[src/rtl/pf_pkg.sv]
// package for the playfair digraph encryptor: payload types, square layout, codes
// and the cell lookup helper; no dependencies
`timescale 1ns / 1ps
`default_nettype none

package pf_pkg;

  localparam int unsigned SIDE       = 5;
  localparam int unsigned CELLS      = SIDE * SIDE;
  localparam int unsigned CODE_W     = 5;
  localparam int unsigned POS_W      = 3;
  localparam int unsigned IDX_W      = 5;
  localparam int unsigned LOW_CELLS  = 12;
  localparam int unsigned HIGH_CELLS = 12;
  localparam int unsigned REG_W      = LOW_CELLS * CODE_W;
  localparam int unsigned CFG_IDX_W  = 2;

  localparam logic [CODE_W-1:0] CODE_I = 5'd8;
  localparam logic [CODE_W-1:0] CODE_J = 5'd9;

  localparam logic [CFG_IDX_W-1:0] REG_CELLS_LOW  = 2'd0;
  localparam logic [CFG_IDX_W-1:0] REG_CELLS_HIGH = 2'd1;
  localparam logic [CFG_IDX_W-1:0] REG_LAST_CELL  = 2'd2;

  localparam logic [POS_W-1:0] LAST_POS = 3'd4;

  typedef logic [CELLS-1:0][CODE_W-1:0] square_t;

  typedef struct packed {
    logic [CODE_W-1:0] first_letter;
    logic [CODE_W-1:0] second_letter;
  } in_t;

  typedef struct packed {
    logic [CODE_W-1:0] first_cipher;
    logic [CODE_W-1:0] second_cipher;
    logic              letter_missing;
  } out_t;

  typedef struct packed {
    logic             found;
    logic [POS_W-1:0] row;
    logic [POS_W-1:0] col;
  } pos_t;

  function automatic logic [CODE_W-1:0] fold_j(input logic [CODE_W-1:0] code);
    return (code == CODE_J) ? CODE_I : code;
  endfunction

  function automatic logic [POS_W-1:0] next_pos(input logic [POS_W-1:0] p);
    return (p == LAST_POS) ? '0 : p + 3'd1;
  endfunction

  function automatic logic [CODE_W-1:0] cell_at(input square_t sq,
                                                 input logic [POS_W-1:0] row,
                                                 input logic [POS_W-1:0] col);
    logic [IDX_W-1:0] idx;
    idx = {row[2:0], 2'b00} + IDX_W'(row) + IDX_W'(col);
    return sq[idx];
  endfunction

endpackage

`default_nettype wire

[src/rtl/playfair_digraph_encrypt.sv]
// top level of the playfair digraph encryptor: key square registers and a
// four-stage pipeline; depends on pf_pkg and pf_locate
//
//   port group   direction   contents
//   in_*         input       valid/stall beat of one digraph (pf_pkg::in_t)
//   out_*        output      valid/stall beat of one cipher pair (pf_pkg::out_t)
//   cfg_*        input       register write: enable, index, 60-bit data
//
// one digraph per cycle unless out_stall holds it; registered in s1, s2, s3, then out_r
// stages: fold j / compare against all 25 cells / first-match encode / rule and lookup
// the whole pipeline, bubbles included, holds while a result waits under out_stall
// reset is synchronous, active low, clears valid bits and the square
`timescale 1ns / 1ps
`default_nettype none

module playfair_digraph_encrypt (
  input  wire logic                        clk,
  input  wire logic                        rst_n,
  input  wire logic                        in_valid,
  output logic                             in_stall,
  input  wire pf_pkg::in_t                 in_data,
  output logic                             out_valid,
  input  wire logic                        out_stall,
  output pf_pkg::out_t                     out_data,
  input  wire logic                        cfg_wr_en,
  input  wire logic [pf_pkg::CFG_IDX_W-1:0] cfg_index,
  input  wire logic [pf_pkg::REG_W-1:0]    cfg_data
);

  logic [pf_pkg::REG_W-1:0]  cells_low_r;
  logic [pf_pkg::REG_W-1:0]  cells_high_r;
  logic [pf_pkg::CODE_W-1:0] last_cell_r;
  pf_pkg::square_t           square;

  logic adv;

  logic                      s1_valid_r;
  logic [pf_pkg::CODE_W-1:0] s1_a_r;
  logic [pf_pkg::CODE_W-1:0] s1_b_r;

  logic                      s2_valid_r;
  logic [pf_pkg::CELLS-1:0]  s2_match_a_r;
  logic [pf_pkg::CELLS-1:0]  s2_match_b_r;
  logic [pf_pkg::CELLS-1:0]  match_a_nxt;
  logic [pf_pkg::CELLS-1:0]  match_b_nxt;

  logic                      s3_valid_r;
  pf_pkg::pos_t              s3_pos_a_r;
  pf_pkg::pos_t              s3_pos_b_r;
  pf_pkg::pos_t              pos_a_nxt;
  pf_pkg::pos_t              pos_b_nxt;

  logic                      out_valid_r;
  pf_pkg::out_t              out_r;
  pf_pkg::out_t              out_nxt;

  logic [pf_pkg::POS_W-1:0]  ra;
  logic [pf_pkg::POS_W-1:0]  ca;
  logic [pf_pkg::POS_W-1:0]  rb;
  logic [pf_pkg::POS_W-1:0]  cb;

  // key square registers
  always_ff @(posedge clk) begin
    if (!rst_n) begin
      cells_low_r  <= '0;
      cells_high_r <= '0;
      last_cell_r  <= '0;
    end else if (cfg_wr_en) begin
      case (cfg_index)
        pf_pkg::REG_CELLS_LOW:  cells_low_r  <= cfg_data;
        pf_pkg::REG_CELLS_HIGH: cells_high_r <= cfg_data;
        pf_pkg::REG_LAST_CELL:  last_cell_r  <= cfg_data[pf_pkg::CODE_W-1:0];
        default: ;
      endcase
    end
  end

  always_comb begin
    for (int k = 0; k < pf_pkg::LOW_CELLS; k++) begin
      square[k] = cells_low_r[k*pf_pkg::CODE_W +: pf_pkg::CODE_W];
    end
    for (int k = 0; k < pf_pkg::HIGH_CELLS; k++) begin
      square[pf_pkg::LOW_CELLS + k] = cells_high_r[k*pf_pkg::CODE_W +: pf_pkg::CODE_W];
    end
    square[pf_pkg::CELLS-1] = last_cell_r;
  end

  assign adv      = !(out_valid_r && out_stall);
  assign in_stall = !adv;

  // stage 1: input register with j folded to i
  always_ff @(posedge clk) begin
    if (!rst_n) begin
      s1_valid_r <= 1'b0;
    end else if (adv) begin
      s1_valid_r <= in_valid;
    end
  end

  always_ff @(posedge clk) begin
    if (adv) begin
      s1_a_r <= pf_pkg::fold_j(in_data.first_letter);
      s1_b_r <= pf_pkg::fold_j(in_data.second_letter);
    end
  end

  // stage 2: compare against every cell
  always_comb begin
    for (int k = 0; k < pf_pkg::CELLS; k++) begin
      match_a_nxt[k] = (square[k] == s1_a_r);
      match_b_nxt[k] = (square[k] == s1_b_r);
    end
  end

  always_ff @(posedge clk) begin
    if (!rst_n) begin
      s2_valid_r <= 1'b0;
    end else if (adv) begin
      s2_valid_r <= s1_valid_r;
    end
  end

  always_ff @(posedge clk) begin
    if (adv) begin
      s2_match_a_r <= match_a_nxt;
      s2_match_b_r <= match_b_nxt;
    end
  end

  // stage 3: lowest-index match to row and column
  pf_locate u_locate_a (
    .match (s2_match_a_r),
    .pos   (pos_a_nxt)
  );

  pf_locate u_locate_b (
    .match (s2_match_b_r),
    .pos   (pos_b_nxt)
  );

  always_ff @(posedge clk) begin
    if (!rst_n) begin
      s3_valid_r <= 1'b0;
    end else if (adv) begin
      s3_valid_r <= s2_valid_r;
    end
  end

  always_ff @(posedge clk) begin
    if (adv) begin
      s3_pos_a_r <= pos_a_nxt;
      s3_pos_b_r <= pos_b_nxt;
    end
  end

  // stage 4: same row, same column or rectangle, then cell lookup
  always_comb begin
    ra = s3_pos_a_r.row;
    ca = s3_pos_a_r.col;
    rb = s3_pos_b_r.row;
    cb = s3_pos_b_r.col;
    if (s3_pos_a_r.row == s3_pos_b_r.row) begin
      ca = pf_pkg::next_pos(s3_pos_a_r.col);
      cb = pf_pkg::next_pos(s3_pos_b_r.col);
    end else if (s3_pos_a_r.col == s3_pos_b_r.col) begin
      ra = pf_pkg::next_pos(s3_pos_a_r.row);
      rb = pf_pkg::next_pos(s3_pos_b_r.row);
    end else begin
      ca = s3_pos_b_r.col;
      cb = s3_pos_a_r.col;
    end
    if (s3_pos_a_r.found && s3_pos_b_r.found) begin
      out_nxt.first_cipher   = pf_pkg::cell_at(square, ra, ca);
      out_nxt.second_cipher  = pf_pkg::cell_at(square, rb, cb);
      out_nxt.letter_missing = 1'b0;
    end else begin
      out_nxt.first_cipher   = '0;
      out_nxt.second_cipher  = '0;
      out_nxt.letter_missing = 1'b1;
    end
  end

  always_ff @(posedge clk) begin
    if (!rst_n) begin
      out_valid_r <= 1'b0;
    end else if (adv) begin
      out_valid_r <= s3_valid_r;
    end
  end

  always_ff @(posedge clk) begin
    if (adv) begin
      out_r <= out_nxt;
    end
  end

  assign out_valid = out_valid_r;
  assign out_data  = out_r;

`ifndef SYNTHESIS
  a_missing_zero: assert property (@(posedge clk) disable iff (!rst_n)
    out_valid_r && out_r.letter_missing |->
      out_r.first_cipher == '0 && out_r.second_cipher == '0)
    else $error("missing letter with nonzero cipher");

  a_no_j_after_fold: assert property (@(posedge clk) disable iff (!rst_n)
    s1_valid_r |-> s1_a_r != pf_pkg::CODE_J && s1_b_r != pf_pkg::CODE_J)
    else $error("j reached the compare stage");

  a_pos_in_square: assert property (@(posedge clk) disable iff (!rst_n)
    s3_valid_r && s3_pos_a_r.found && s3_pos_b_r.found |->
      s3_pos_a_r.row <= pf_pkg::LAST_POS && s3_pos_a_r.col <= pf_pkg::LAST_POS &&
      s3_pos_b_r.row <= pf_pkg::LAST_POS && s3_pos_b_r.col <= pf_pkg::LAST_POS)
    else $error("position outside the square");

  a_hold_stage3: assert property (@(posedge clk) disable iff (!rst_n)
    !adv |=> $stable(s3_valid_r) && $stable(s3_pos_a_r) && $stable(s3_pos_b_r))
    else $error("stage 3 moved during a stall");
`endif

endmodule

`default_nettype wire

[src/rtl/pf_locate.sv]
// first-match encoder: turns a 25-cell match vector into found flag, row and column
// depends on pf_pkg
`timescale 1ns / 1ps
`default_nettype none

module pf_locate (
  input  wire logic [pf_pkg::CELLS-1:0] match,
  output pf_pkg::pos_t                  pos
);

  logic [pf_pkg::SIDE-1:0]  row_bits;
  logic [pf_pkg::POS_W-1:0] row;
  logic [pf_pkg::POS_W-1:0] col;

  always_comb begin
    row      = '0;
    row_bits = '0;
    for (int r = pf_pkg::SIDE - 1; r >= 0; r--) begin
      if (|match[r*pf_pkg::SIDE +: pf_pkg::SIDE]) begin
        row      = pf_pkg::POS_W'(r);
        row_bits = match[r*pf_pkg::SIDE +: pf_pkg::SIDE];
      end
    end
    col = '0;
    for (int c = pf_pkg::SIDE - 1; c >= 0; c--) begin
      if (row_bits[c]) begin
        col = pf_pkg::POS_W'(c);
      end
    end
  end

  assign pos.found = |match;
  assign pos.row   = row;
  assign pos.col   = col;

endmodule

`default_nettype wire

[config.mk]
export PLATFORM = sky130hd
export DESIGN_NAME = playfair_digraph_encrypt
export DESIGN_NICKNAME = d
export VERILOG_FILES = /design/src/rtl/pf_pkg.sv /design/src/rtl/playfair_digraph_encrypt.sv /design/src/rtl/pf_locate.sv
export SDC_FILE = /design/constraint.sdc
export NUM_CORES = 1
export LEC_CHECK = 0
export BUFFER_PORTS_ARGS = -buffer_cell sky130_fd_sc_hd__buf_2
export CAP_MARGIN = 20
export CELL_PAD_IN_SITES_DETAIL_PLACEMENT = 1
export CELL_PAD_IN_SITES_GLOBAL_PLACEMENT = 2
export CORE_MARGIN = 2
export CORE_UTILIZATION = 25
export DETAILED_ROUTE_END_ITERATION = 10
export GPL_TIMING_DRIVEN = 0
export HOLD_SLACK_MARGIN = 0.06
export PLACE_DENSITY_LB_ADDON = 0.08
export SETUP_SLACK_MARGIN = 0.1
export SLEW_MARGIN = 15
export SYNTH_ARGS = -nofsm -noshare
export SYNTH_HDL_FRONTEND = slang
export SYNTH_HIERARCHICAL = 1
export SYNTH_SLANG_ARGS = --single-unit
[constraint.sdc]
create_clock -name clk -period 5 [get_ports clk]
set_clock_uncertainty 0.2 [all_clocks]
set_input_delay 0.5 -clock clk [delete_from_list [all_inputs] [get_ports clk]]
set_output_delay 0.5 -clock clk [all_outputs]
set_load 0.02 [all_outputs]
==> results.txt, run 1 <==
Run status -> finished, final reports clean
CTS clock-pin slew for the worst setup and hold paths -> 60 ps
CTS H-tree lvls -> 1
Worst r2r src -> s3_pos_a_r[0]$_DFFE_PN_
Rel. slew slack -> 21.54%
Hold Crit Class -> in2reg
IO buf count -> 88
WL met2 -> 29640 um
Placeable Area -> 54990 um^2
Post-synth top area cell -> dfxtp_1
CTS root buffer -> clkbuf_16
#FFs+latches synth -> 214
Crit path required time -> 5070 ps
Antenna-violating nets left -> 0
Cells along the critical path -> xnor2_1 > nand2_1 > clkbuf_1 > nor3_4 > mux2i_1 > inv_1 > ha_1 > ha_1 > clkbuf_1 > buf_2 > mux4_2 > mux2i_1 > nand2_1 > o211ai_1 > mux2i_1
Tcrit/Tclk final -> 94.39%
DRC errors left -> 0
Top cell type's share of synthesized area -> 18.58%
Final WL -> 62100 um
Cell area after synthesis -> 13900 um^2
Num CTS Buffers -> 28
DR vias -> 11.55k
Routed length on met3 -> 2353 um
Layout cells sized above 1 -> 17.39%
Post-DP Area -> 15450 um^2
Arrival time at the worst endpoint -> 4790 ps
Final Hold Viols -> 0
Detailed placement HPWL -> 49470 um
Fill count -> 6346
Critical path's largest stage delay -> 510 ps
Longest Clk Path Bufs -> 3
Clock Sinks -> 214
Mapped Nets -> 1560
RSZ-0062 raised after global routing -> true
Largest fanout on the critical path -> 10
Final net count -> 1762
I/O Pins -> 90
Total of max-cap violations -> 0
Min Tclk post-route -> 4719 ps
Initial DRC count -> 674
First-pass GRT wire length -> 88150 um
Final setup fails -> 0
Sequential-to-total area share from yosys stat -> 36.94%
List of most frequent post-synthesis cells -> nand2_1, xnor2_1, dfxtp_1, a21boi_0, xor2_1
Peak VDD IR -> 0.4105 mV
Synthesized area per cell -> 9.515 um^2
Remaining Overflow, GRT -> 0
Worst Setup SP -> s3_pos_a_r[0]$_DFFE_PN_
CTS tree -> yes
WS Path Type -> reg2reg
Pwr Density -> 577.3 nW/um^2
Most frequent cell after synthesis -> nand2_1
Hold Crit Start -> rst_n
Drt wl/cell -> 25.50 um
Clk_lat worst skew -> 570 ps
Synth unique cells -> 55
Vias per cell -> 4.744
Area of the multi-input gates -> 8312 um^2
Antenna violations before repair -> 6
Final Util -> 31.23%
Register Area -> 5135 um^2
TritonRoute pass-1 iters -> 4
Die footprint -> 57510 um^2
Initial core utilization -> 25.28%
Critical-path top delay cell -> edfxtp_1
Synth area leaders -> dfxtp_1, edfxtp_1, xnor2_1
Area grow syn2layout -> 23.55%
F_max -> 211.9 MHz
Endpoint type of the worst setup path -> register
R2r setup slk -> 280 ps
Largest net degree at the start of global routing -> 59
FFs w/ async S/R, synth -> 0%
Die Ht -> 239.8 um
Total power -> 9.915 mW
Vias in the first global route -> 12.27k
Max Used Layer -> met4
FP Rows -> 86
Post-synth EDFFs -> 85
RD Place Congestion -> 0.9162
Fin. max-slew vios -> 0
Crit path launch type -> register
Most frequent cell on the critical path -> mux2i_1
Top FF cell, synth -> dfxtp_1
Slew of the pin with the lowest slew margin -> 1177 ps
Final Instance Area -> 17170 um^2
Total track usage -> 21.67%
M1 WL -> 28410 um
Mapped Cells -> 1461
Die X -> 239.8 um
Lkg Pwr -> 6.356 nW
Syn. warnings -> 6
[cell type report]
type	count	area share [%]
diodes	2	0.02914
plain buffers	104	2.528
flip-flops and latches	214	29.90
clock buffers	39	4.561
inverters	30	0.6557
multi-input cells	1112	48.40
clock inverters	13	0.5901
repair buffers	173	7.890
well taps	748	5.450
[per-layer routing]
layer	vias to the layer above	track usage, %
met5	-	0
met4	0	6.004
met3	74	3.377
met2	192	36.93
met1	5768	28.29
li1	5518	-
[layout by cell type, fill, tap and decap left out, drive strengths merged, types with 50 or more instances in the layout]
master	instances
xor2	106
a21boi	123
buf	118
nand2	282
clkbuf	127
nand3	62
dlygate4sd3	71
edfxtp	85
dfxtp	129
xnor2	153
nor3	64
mux2	50
[what timing repair did]
action	CTS	global route
gates resized for setup	16	13
setup endpoints to repair	10	10
endpoints found under the hold margin	128	0
buffers inserted	0	2
pin swaps	0	2
hold buffers	71	0
[path summary, 6_finish.rpt]
| path | cells past startpoint | to |
|---|---|---|
| setup / recovery | 15 | out_data[9]$_SDFFCE_PN0N_ |
| hold / removal | 2 | cells_high_r[10]$_SDFFE_PN0P_ |
| hold reg to reg | 2 | s2_valid_r$_SDFFE_PN0N_ |
| setup reg to reg | 15 | out_data[9]$_SDFFCE_PN0N_ |
[power by group]
group | total, mW | switching (mW) | leakage (nW) | internal (mW)
clock network | 1.96 | 0.819 | 0.425 | 1.14
logic | 5.83 | 3.58 | 3.88 | 2.24
registers | 2.13 | 0.148 | 2.05 | 1.98
total | 9.92 | 4.55 | 6.36 | 5.36
[logic make-up (layout without fill, tap and decap cells)]
group / count (synthesis) / in the layout / synth area share, %
XOR/XNOR: 259 / 259 / 16.32
buffers and inverters: 135 / 359 / 3.771
multiplexers: 119 / 119 / 12.62
other: 0 / 2 / 0
adder cells (fa/ha/maj): 22 / 22 / 2.196
AO/OA/AOI/OAI: 242 / 242 / 12.78
flip-flops: 214 / 214 / 36.94
AND/OR/NAND/NOR: 470 / 470 / 15.37
[sequential cells by signal, summed over array words and instances (netlist names)]
| signal | count |
|---|---|
| cells_high_r | 60 |
| cells_low_r | 60 |
| last_cell_r | 5 |
| out_data | 11 |
| out_valid | 1 |
| s1_a_r | 5 |
| s1_b_r | 5 |
| s1_valid_r | 1 |
| s2_match_a_r | 25 |
| s2_match_b_r | 25 |
| s2_valid_r | 1 |
| s3_pos_a_r | 7 |
| s3_pos_b_r | 7 |
| s3_valid_r | 1 |
[stage by stage]
| stage | hold slack (ps) | TNS [ps] | cells | worst slack, ps |
|---|---|---|---|---|
| floorplan | 240.6 | 0 | 1461 | 786.4 |
| global placement | 253.8 | -4920 | 2297 | -644.7 |
| detailed placement | 262.1 | -4438 | 2307 | -607.0 |
| CTS | 134.8 | 0 | 2430 | 100.7 |
| global route | 171.7 | 0 | 2433 | 68.71 |
| finish | 174.1 | 0 | 2435 | 280.6 |
[worst max-delay path: cells and delay by family (launching register included)]
| family | cells | cell delay, ps |
|---|---|---|
| AOI/OAI and AO/OA | 1 | 130 |
| xor gates and xnor gates | 1 | 200 |
| adders and majority gates | 2 | 470 |
| buffers and inverters | 4 | 1080 |
| DFF | 1 | 510 |
| muxes | 4 | 1200 |
| and+or+nand+nor | 3 | 600 |
Power figures use the tool's default switching activity.
==> run 2: changes to the inputs <==
--- a/config.mk
+++ b/config.mk
@@ -11,10 +11,12 @@
 export CELL_PAD_IN_SITES_GLOBAL_PLACEMENT = 2
 export CORE_MARGIN = 2
 export CORE_UTILIZATION = 25
+export CTS_CLUSTER_DIAMETER = 60
 export DETAILED_ROUTE_END_ITERATION = 10
 export GPL_TIMING_DRIVEN = 0
 export HOLD_SLACK_MARGIN = 0.06
 export PLACE_DENSITY_LB_ADDON = 0.08
+export REMOVE_ABC_BUFFERS = 1
 export SETUP_SLACK_MARGIN = 0.1
 export SLEW_MARGIN = 15
 export SYNTH_ARGS = -nofsm -noshare
==> results.txt, run 2 (synthesis gave the netlist of run 1 again) <==
Pwr Density -> 573.1 nW/um^2
Vias in the first global route -> 11.75k
CTS root buffer -> clkbuf_16
Min Tclk post-route -> 4657 ps
CTS tree -> yes
WS Path Type -> reg2reg
Final net count -> 1691
Rel. slew slack -> 34.69%
Commonest non-fill, non-tap cell in the layout -> nand2_1
DR vias -> 11.24k
Run status -> finished, final reports clean
Hold Crit Class -> in2reg
Placeable Area -> 54990 um^2
Layout cells sized above 1 -> 19.07%
TritonRoute pass-1 iters -> 4
Antenna violations before repair -> 2
Final Instance Area -> 17390 um^2
Die Ht -> 239.8 um
Clock Sinks -> 214
Arrival time at the worst endpoint -> 4790 ps
Endpoint type of the worst setup path -> register
Total track usage -> 19.51%
Vias per cell -> 4.757
Longest Clk Path Bufs -> 3
Initial DRC count -> 475
CTS clock-pin slew for the worst setup and hold paths -> 60 ps
Critical-path top delay cell -> o31ai_1
Fin. max-slew vios -> 0
Slew of the pin with the lowest slew margin -> 979.7 ps
Most frequent cell on the critical path -> o41a_1
CTS H-tree lvls -> 1
WP buf/inv -> 1
Cells along the critical path -> xnor2_1 > nand2_1 > o31ai_1 > o41a_1 > fa_1 > inv_1 > ha_1 > a21oi_1 > o21ai_0 > o41a_1 > a211oi_4 > mux2i_1
Remaining Overflow, GRT -> 0
Detailed placement HPWL -> 42870 um
Hold slack -> 100.6 ps
Crit path max-delay family -> compound AO/OA/AOI/OAI gates
First-pass GRT wire length -> 81770 um
Final WL -> 55800 um
F_max -> 214.7 MHz
DRC errors left -> 0
Clk_lat worst skew -> 590 ps
RSZ-0062 raised after global routing -> false
FP Rows -> 86
Final Util -> 31.63%
Initial core utilization -> 25.28%
Post-route setup TNS -> 0 ps
Tcrit/Tclk final -> 93.13%
# diodes -> 0
Largest net degree at the start of global routing -> 92
Total of max-cap violations -> 0
Final setup fails -> 0
Antenna-violating nets left -> 0
Crit path required time -> 5130 ps
Critical path's largest stage delay -> 580 ps
Peak VDD IR -> 0.5093 mV
Lkg Pwr -> 6.491 nW
Area grow syn2layout -> 25.09%
Die footprint -> 57510 um^2
Num CTS Buffers -> 29
Crit path launch type -> register
I/O Pins -> 90
Largest fanout on the critical path -> 11
Commonest cells after routing, fill and taps aside -> nand2_1, xnor2_1, dfxtp_1, a21boi_0, xor2_1
RD Place Congestion -> 0.8234
Post-DP Area -> 15680 um^2
Biggest regs -> cells_high_r (60), cells_low_r (60)
IO buf count -> 89
Die X -> 239.8 um
Final Hold Viols -> 0
Drt wl/cell -> 23.62 um
-- run 2: changes by cell type in the layout (fill, tap and decap cells not counted), sizes merged --
cell and delta:
clkinvlp -2, inv +2, xor2 +1, clkinv +5, diode -2, clkbuf -91
buf +15
-- run 2: worst reg2reg max path, cell delays in order, from the launching register on --
cell	delay, ps
edfxtp_1	490
xnor2_1	200
nand2_1	290
o31ai_1	580
o41a_1	270
fa_1	430
inv_1	110
ha_1	240
a21oi_1	210
o21ai_0	150
o41a_1	170
a211oi_4	570
mux2i_1	500
-- run 2: per-stage QoR --
stage | std cells | setup slack, ps | power [mW]
floorplan | 1356 | 132.3 | 5.651
global placement | 2193 | -4070 | 7.390
detailed placement | 2232 | -424.2 | 7.860
CTS | 2357 | 150.5 | 9.982
global route | 2363 | 122.7 | 10.58
finish | 2363 | 343.3 | 9.966
-- run 2: path summary, 6_finish.rpt --
kind,from,end,slack [ps],cells past startpoint
worst max-delay path,s3_pos_a_r[0]$_DFFE_PN_,out_data[8]$_SDFFCE_PN0N_,340,12
worst min-delay path,rst_n,cells_low_r[4]$_SDFFE_PN0P_,100,2
worst min register to register,s1_valid_r$_SDFFE_PN0N_,s2_valid_r$_SDFFE_PN0N_,270,2
worst max register to register,s3_pos_a_r[0]$_DFFE_PN_,out_data[8]$_SDFFCE_PN0N_,340,12
-- run 2: per-layer routing --
metal  track usage, %  wire (um)  share of wire, %  up-vias
li1                 -          -                 -     5376
met4            5.227       1337               2.4        0
met2            32.31      26060                47      146
met5                0          0                 0        -
met1            26.71      26740                48     5667
met3            2.420       1666               3.0       52
-- run 2: final cells by class --
cell class              instances  area, um^2
repair buffers                204        1914
multi-input cells            1113        8382
inverters                      30       112.6
fillers                      6203       37600
flip-flops and latches        214        5135
clock buffers                  36       772.0
well taps                     748       935.9
clock inverters                18       137.6
-- run 2: power by group --
part / switching, mW / leakage (nW) / internal (mW)
registers: 0.165 / 2.05 / 1.98
logic: 3.45 / 3.99 / 2.37
clock network: 0.845 / 0.455 / 1.15
total: 4.46 / 6.49 / 5.50
-- run 2: repair_timing --
action,in CTS,in global routing
hold endpoints to repair,135,0
resized for setup,4,4
setup endpoints to repair,10,9
cloned,0,1
hold buffers,71,0
setup buffers,0,5
pin swaps,0,5
==> run 3: changes to the inputs <==
--- a/config.mk
+++ b/config.mk
@@ -11,11 +11,13 @@
 export CELL_PAD_IN_SITES_GLOBAL_PLACEMENT = 2
 export CORE_MARGIN = 2
 export CORE_UTILIZATION = 25
+export CTS_BUF_LIST = sky130_fd_sc_hd__clkbuf_16
 export CTS_CLUSTER_DIAMETER = 60
 export DETAILED_ROUTE_END_ITERATION = 10
 export GPL_TIMING_DRIVEN = 0
 export HOLD_SLACK_MARGIN = 0.06
 export PLACE_DENSITY_LB_ADDON = 0.08
+export RECOVER_POWER = 100
 export REMOVE_ABC_BUFFERS = 1
 export SETUP_SLACK_MARGIN = 0.1
 export SLEW_MARGIN = 15
==> results.txt, run 3 (synthesis gave the netlist of run 1 again) <==
Crit path launch type -> register
CTS root buffer -> clkbuf_16
Area grow syn2layout -> 22.79%
Num CTS Buffers -> 29
Crit path max-delay family -> adder cells
Die X -> 239.8 um
DR vias -> 11.29k
Antenna violations before repair -> 2
Switch share -> 45.09%
Layout cells sized above 1 -> 15.85%
Hold path cells -> 2
Share of power burned in registers -> 21.7%
Fin. max-slew vios -> 80
Final Hold Viols -> 0
Worst path depth -> 14
CTS H-tree lvls -> 1
Biggest regs -> cells_high_r (60), cells_low_r (60)
Final net count -> 1691
FP Rows -> 86
Clk_lat worst skew -> 590 ps
First-pass GRT wire length -> 81770 um
Total power -> 9.870 mW
WS Path Type -> reg2reg
Post-DP Area -> 15680 um^2
Final setup fails -> 0
Die Ht -> 239.8 um
Commonest non-fill, non-tap cell in the layout -> nand2_1
Failing checks -> capacitance limit, slew limit
Final Util -> 31.04%
F_max -> 214.5 MHz
Rel. slew slack -> -49.41%
Largest fanout on the critical path -> 11
Clock power frac -> 19.8%
Tcrit/Tclk final -> 93.24%
Lkg Pwr -> 6.295 nW
Crit path required time -> 5140 ps
CTS clock-pin slew for the worst setup and hold paths -> 60 ps
Critical path's largest stage delay -> 730 ps
TritonRoute pass-1 iters -> 4
Arrival time at the worst endpoint -> 4800 ps
Placeable Area -> 54990 um^2
Vias per cell -> 4.778
Antenna-violating nets left -> 0
Clock Sinks -> 214
Total track usage -> 19.51%
I/O Pins -> 90
Critical-path top delay cell -> fa_2
Initial DRC count -> 455
Endpoint type of the worst setup path -> register
Register Area -> 5135 um^2
CTS tree -> yes
Cells along the critical path -> xnor2_1 > nand2_1 > nor3_1 > buf_4 > mux2i_1 > inv_1 > ha_4 > ha_2 > fa_2 > nand2b_1 > o22ai_1 > o31ai_1 > nand2_1 > mux2i_1
Combinational power share -> 58.5%
Initial core utilization -> 25.28%
Hold slack -> 104.1 ps
Internal -> 5.420 mW
Remaining Overflow, GRT -> 0
RSZ-0062 raised after global routing -> false
Vias in the first global route -> 11.75k
Fill count -> 6240
Commonest cells after routing, fill and taps aside -> nand2_1, xnor2_1, dfxtp_1, a21boi_0, xor2_1
Drt wl/cell -> 23.60 um
Pwr Density -> 578.3 nW/um^2
Post-Layout Cell Count -> 2363
Post-route setup TNS -> 0 ps
Slew of the pin with the lowest slew margin -> 2241 ps
Total of max-cap violations -> 2
RD Place Congestion -> 0.8234
Switching power of the nets -> 4.450 mW
Die footprint -> 57510 um^2
DRC errors left -> 0
Worst R2R Path Depth -> 14
Fin worst setup slack -> 337.8 ps
Longest Clk Path Bufs -> 3
Largest net degree at the start of global routing -> 92
Run status -> finished with violations
Pre-CTS WS -> -424.2 ps
Final WL -> 55770 um
WP buf/inv -> 2
Area of the multi-input gates -> 8299 um^2
Hold Crit Class -> in2reg
Placed Instances -> 2232
Min Tclk post-route -> 4662 ps
Detailed placement HPWL -> 42870 um
# diodes -> 0
Final Instance Area -> 17070 um^2
IO buf count -> 89
Peak VDD IR -> 0.5079 mV
==> run 3: power by group through the flow <==
stage | combinational (mW) | sequential (mW) | clock, mW
global route | 6.22 | 2.16 | 2.09
floorplan | 3.48 | 2.17 | 0
global placement | 5.14 | 2.25 | 0
finish | 5.77 | 2.15 | 1.95
CTS | 5.78 | 2.15 | 2.01
detailed placement | 5.68 | 2.18 | 0
==> run 3: cell type report <==
type / instances / area share [%]
sequential: 214 / 30.08
clock inverter: 25 / 0.9603
clock buffer: 29 / 4.252
inverter: 30 / 0.6597
multi-input combinational: 1113 / 48.62
tap: 748 / 5.483
timing repair buffer: 204 / 9.940
==> run 3: path summary, 6_finish.rpt <==
check                                              from                           to  slack [ps]
worst max register to register  s3_pos_a_r[0]$_DFFE_PN_    out_data[4]$_SDFFCE_PN0N_         340
worst min register to register  s1_valid_r$_SDFFE_PN0N_      s2_valid_r$_SDFFE_PN0N_         270
worst max-delay path            s3_pos_a_r[0]$_DFFE_PN_    out_data[4]$_SDFFCE_PN0N_         340
worst min-delay path                              rst_n  cells_low_r[4]$_SDFFE_PN0P_         100
==> run 3: what timing repair did <==
action | in CTS | in global routing
buffers inserted | 0 | 5
hold buffers | 71 | 0
hold endpoints to repair | 135 | 0
setup endpoints to repair | 10 | 9
gates resized for setup | 4 | 4
gates cloned | 0 | 1
pin swaps | 0 | 5
==> run 3: routing by layer <==
| layer | global-route usage (%) | vias to the layer above | wire [um] |
|---|---|---|---|
| li1 | - | 5373 | - |
| met1 | 26.71 | 5708 | 26740 |
| met2 | 32.32 | 156 | 26020 |
| met3 | 2.420 | 54 | 1643 |
| met4 | 5.227 | 0 | 1355 |
| met5 | 0 | - | 0 |
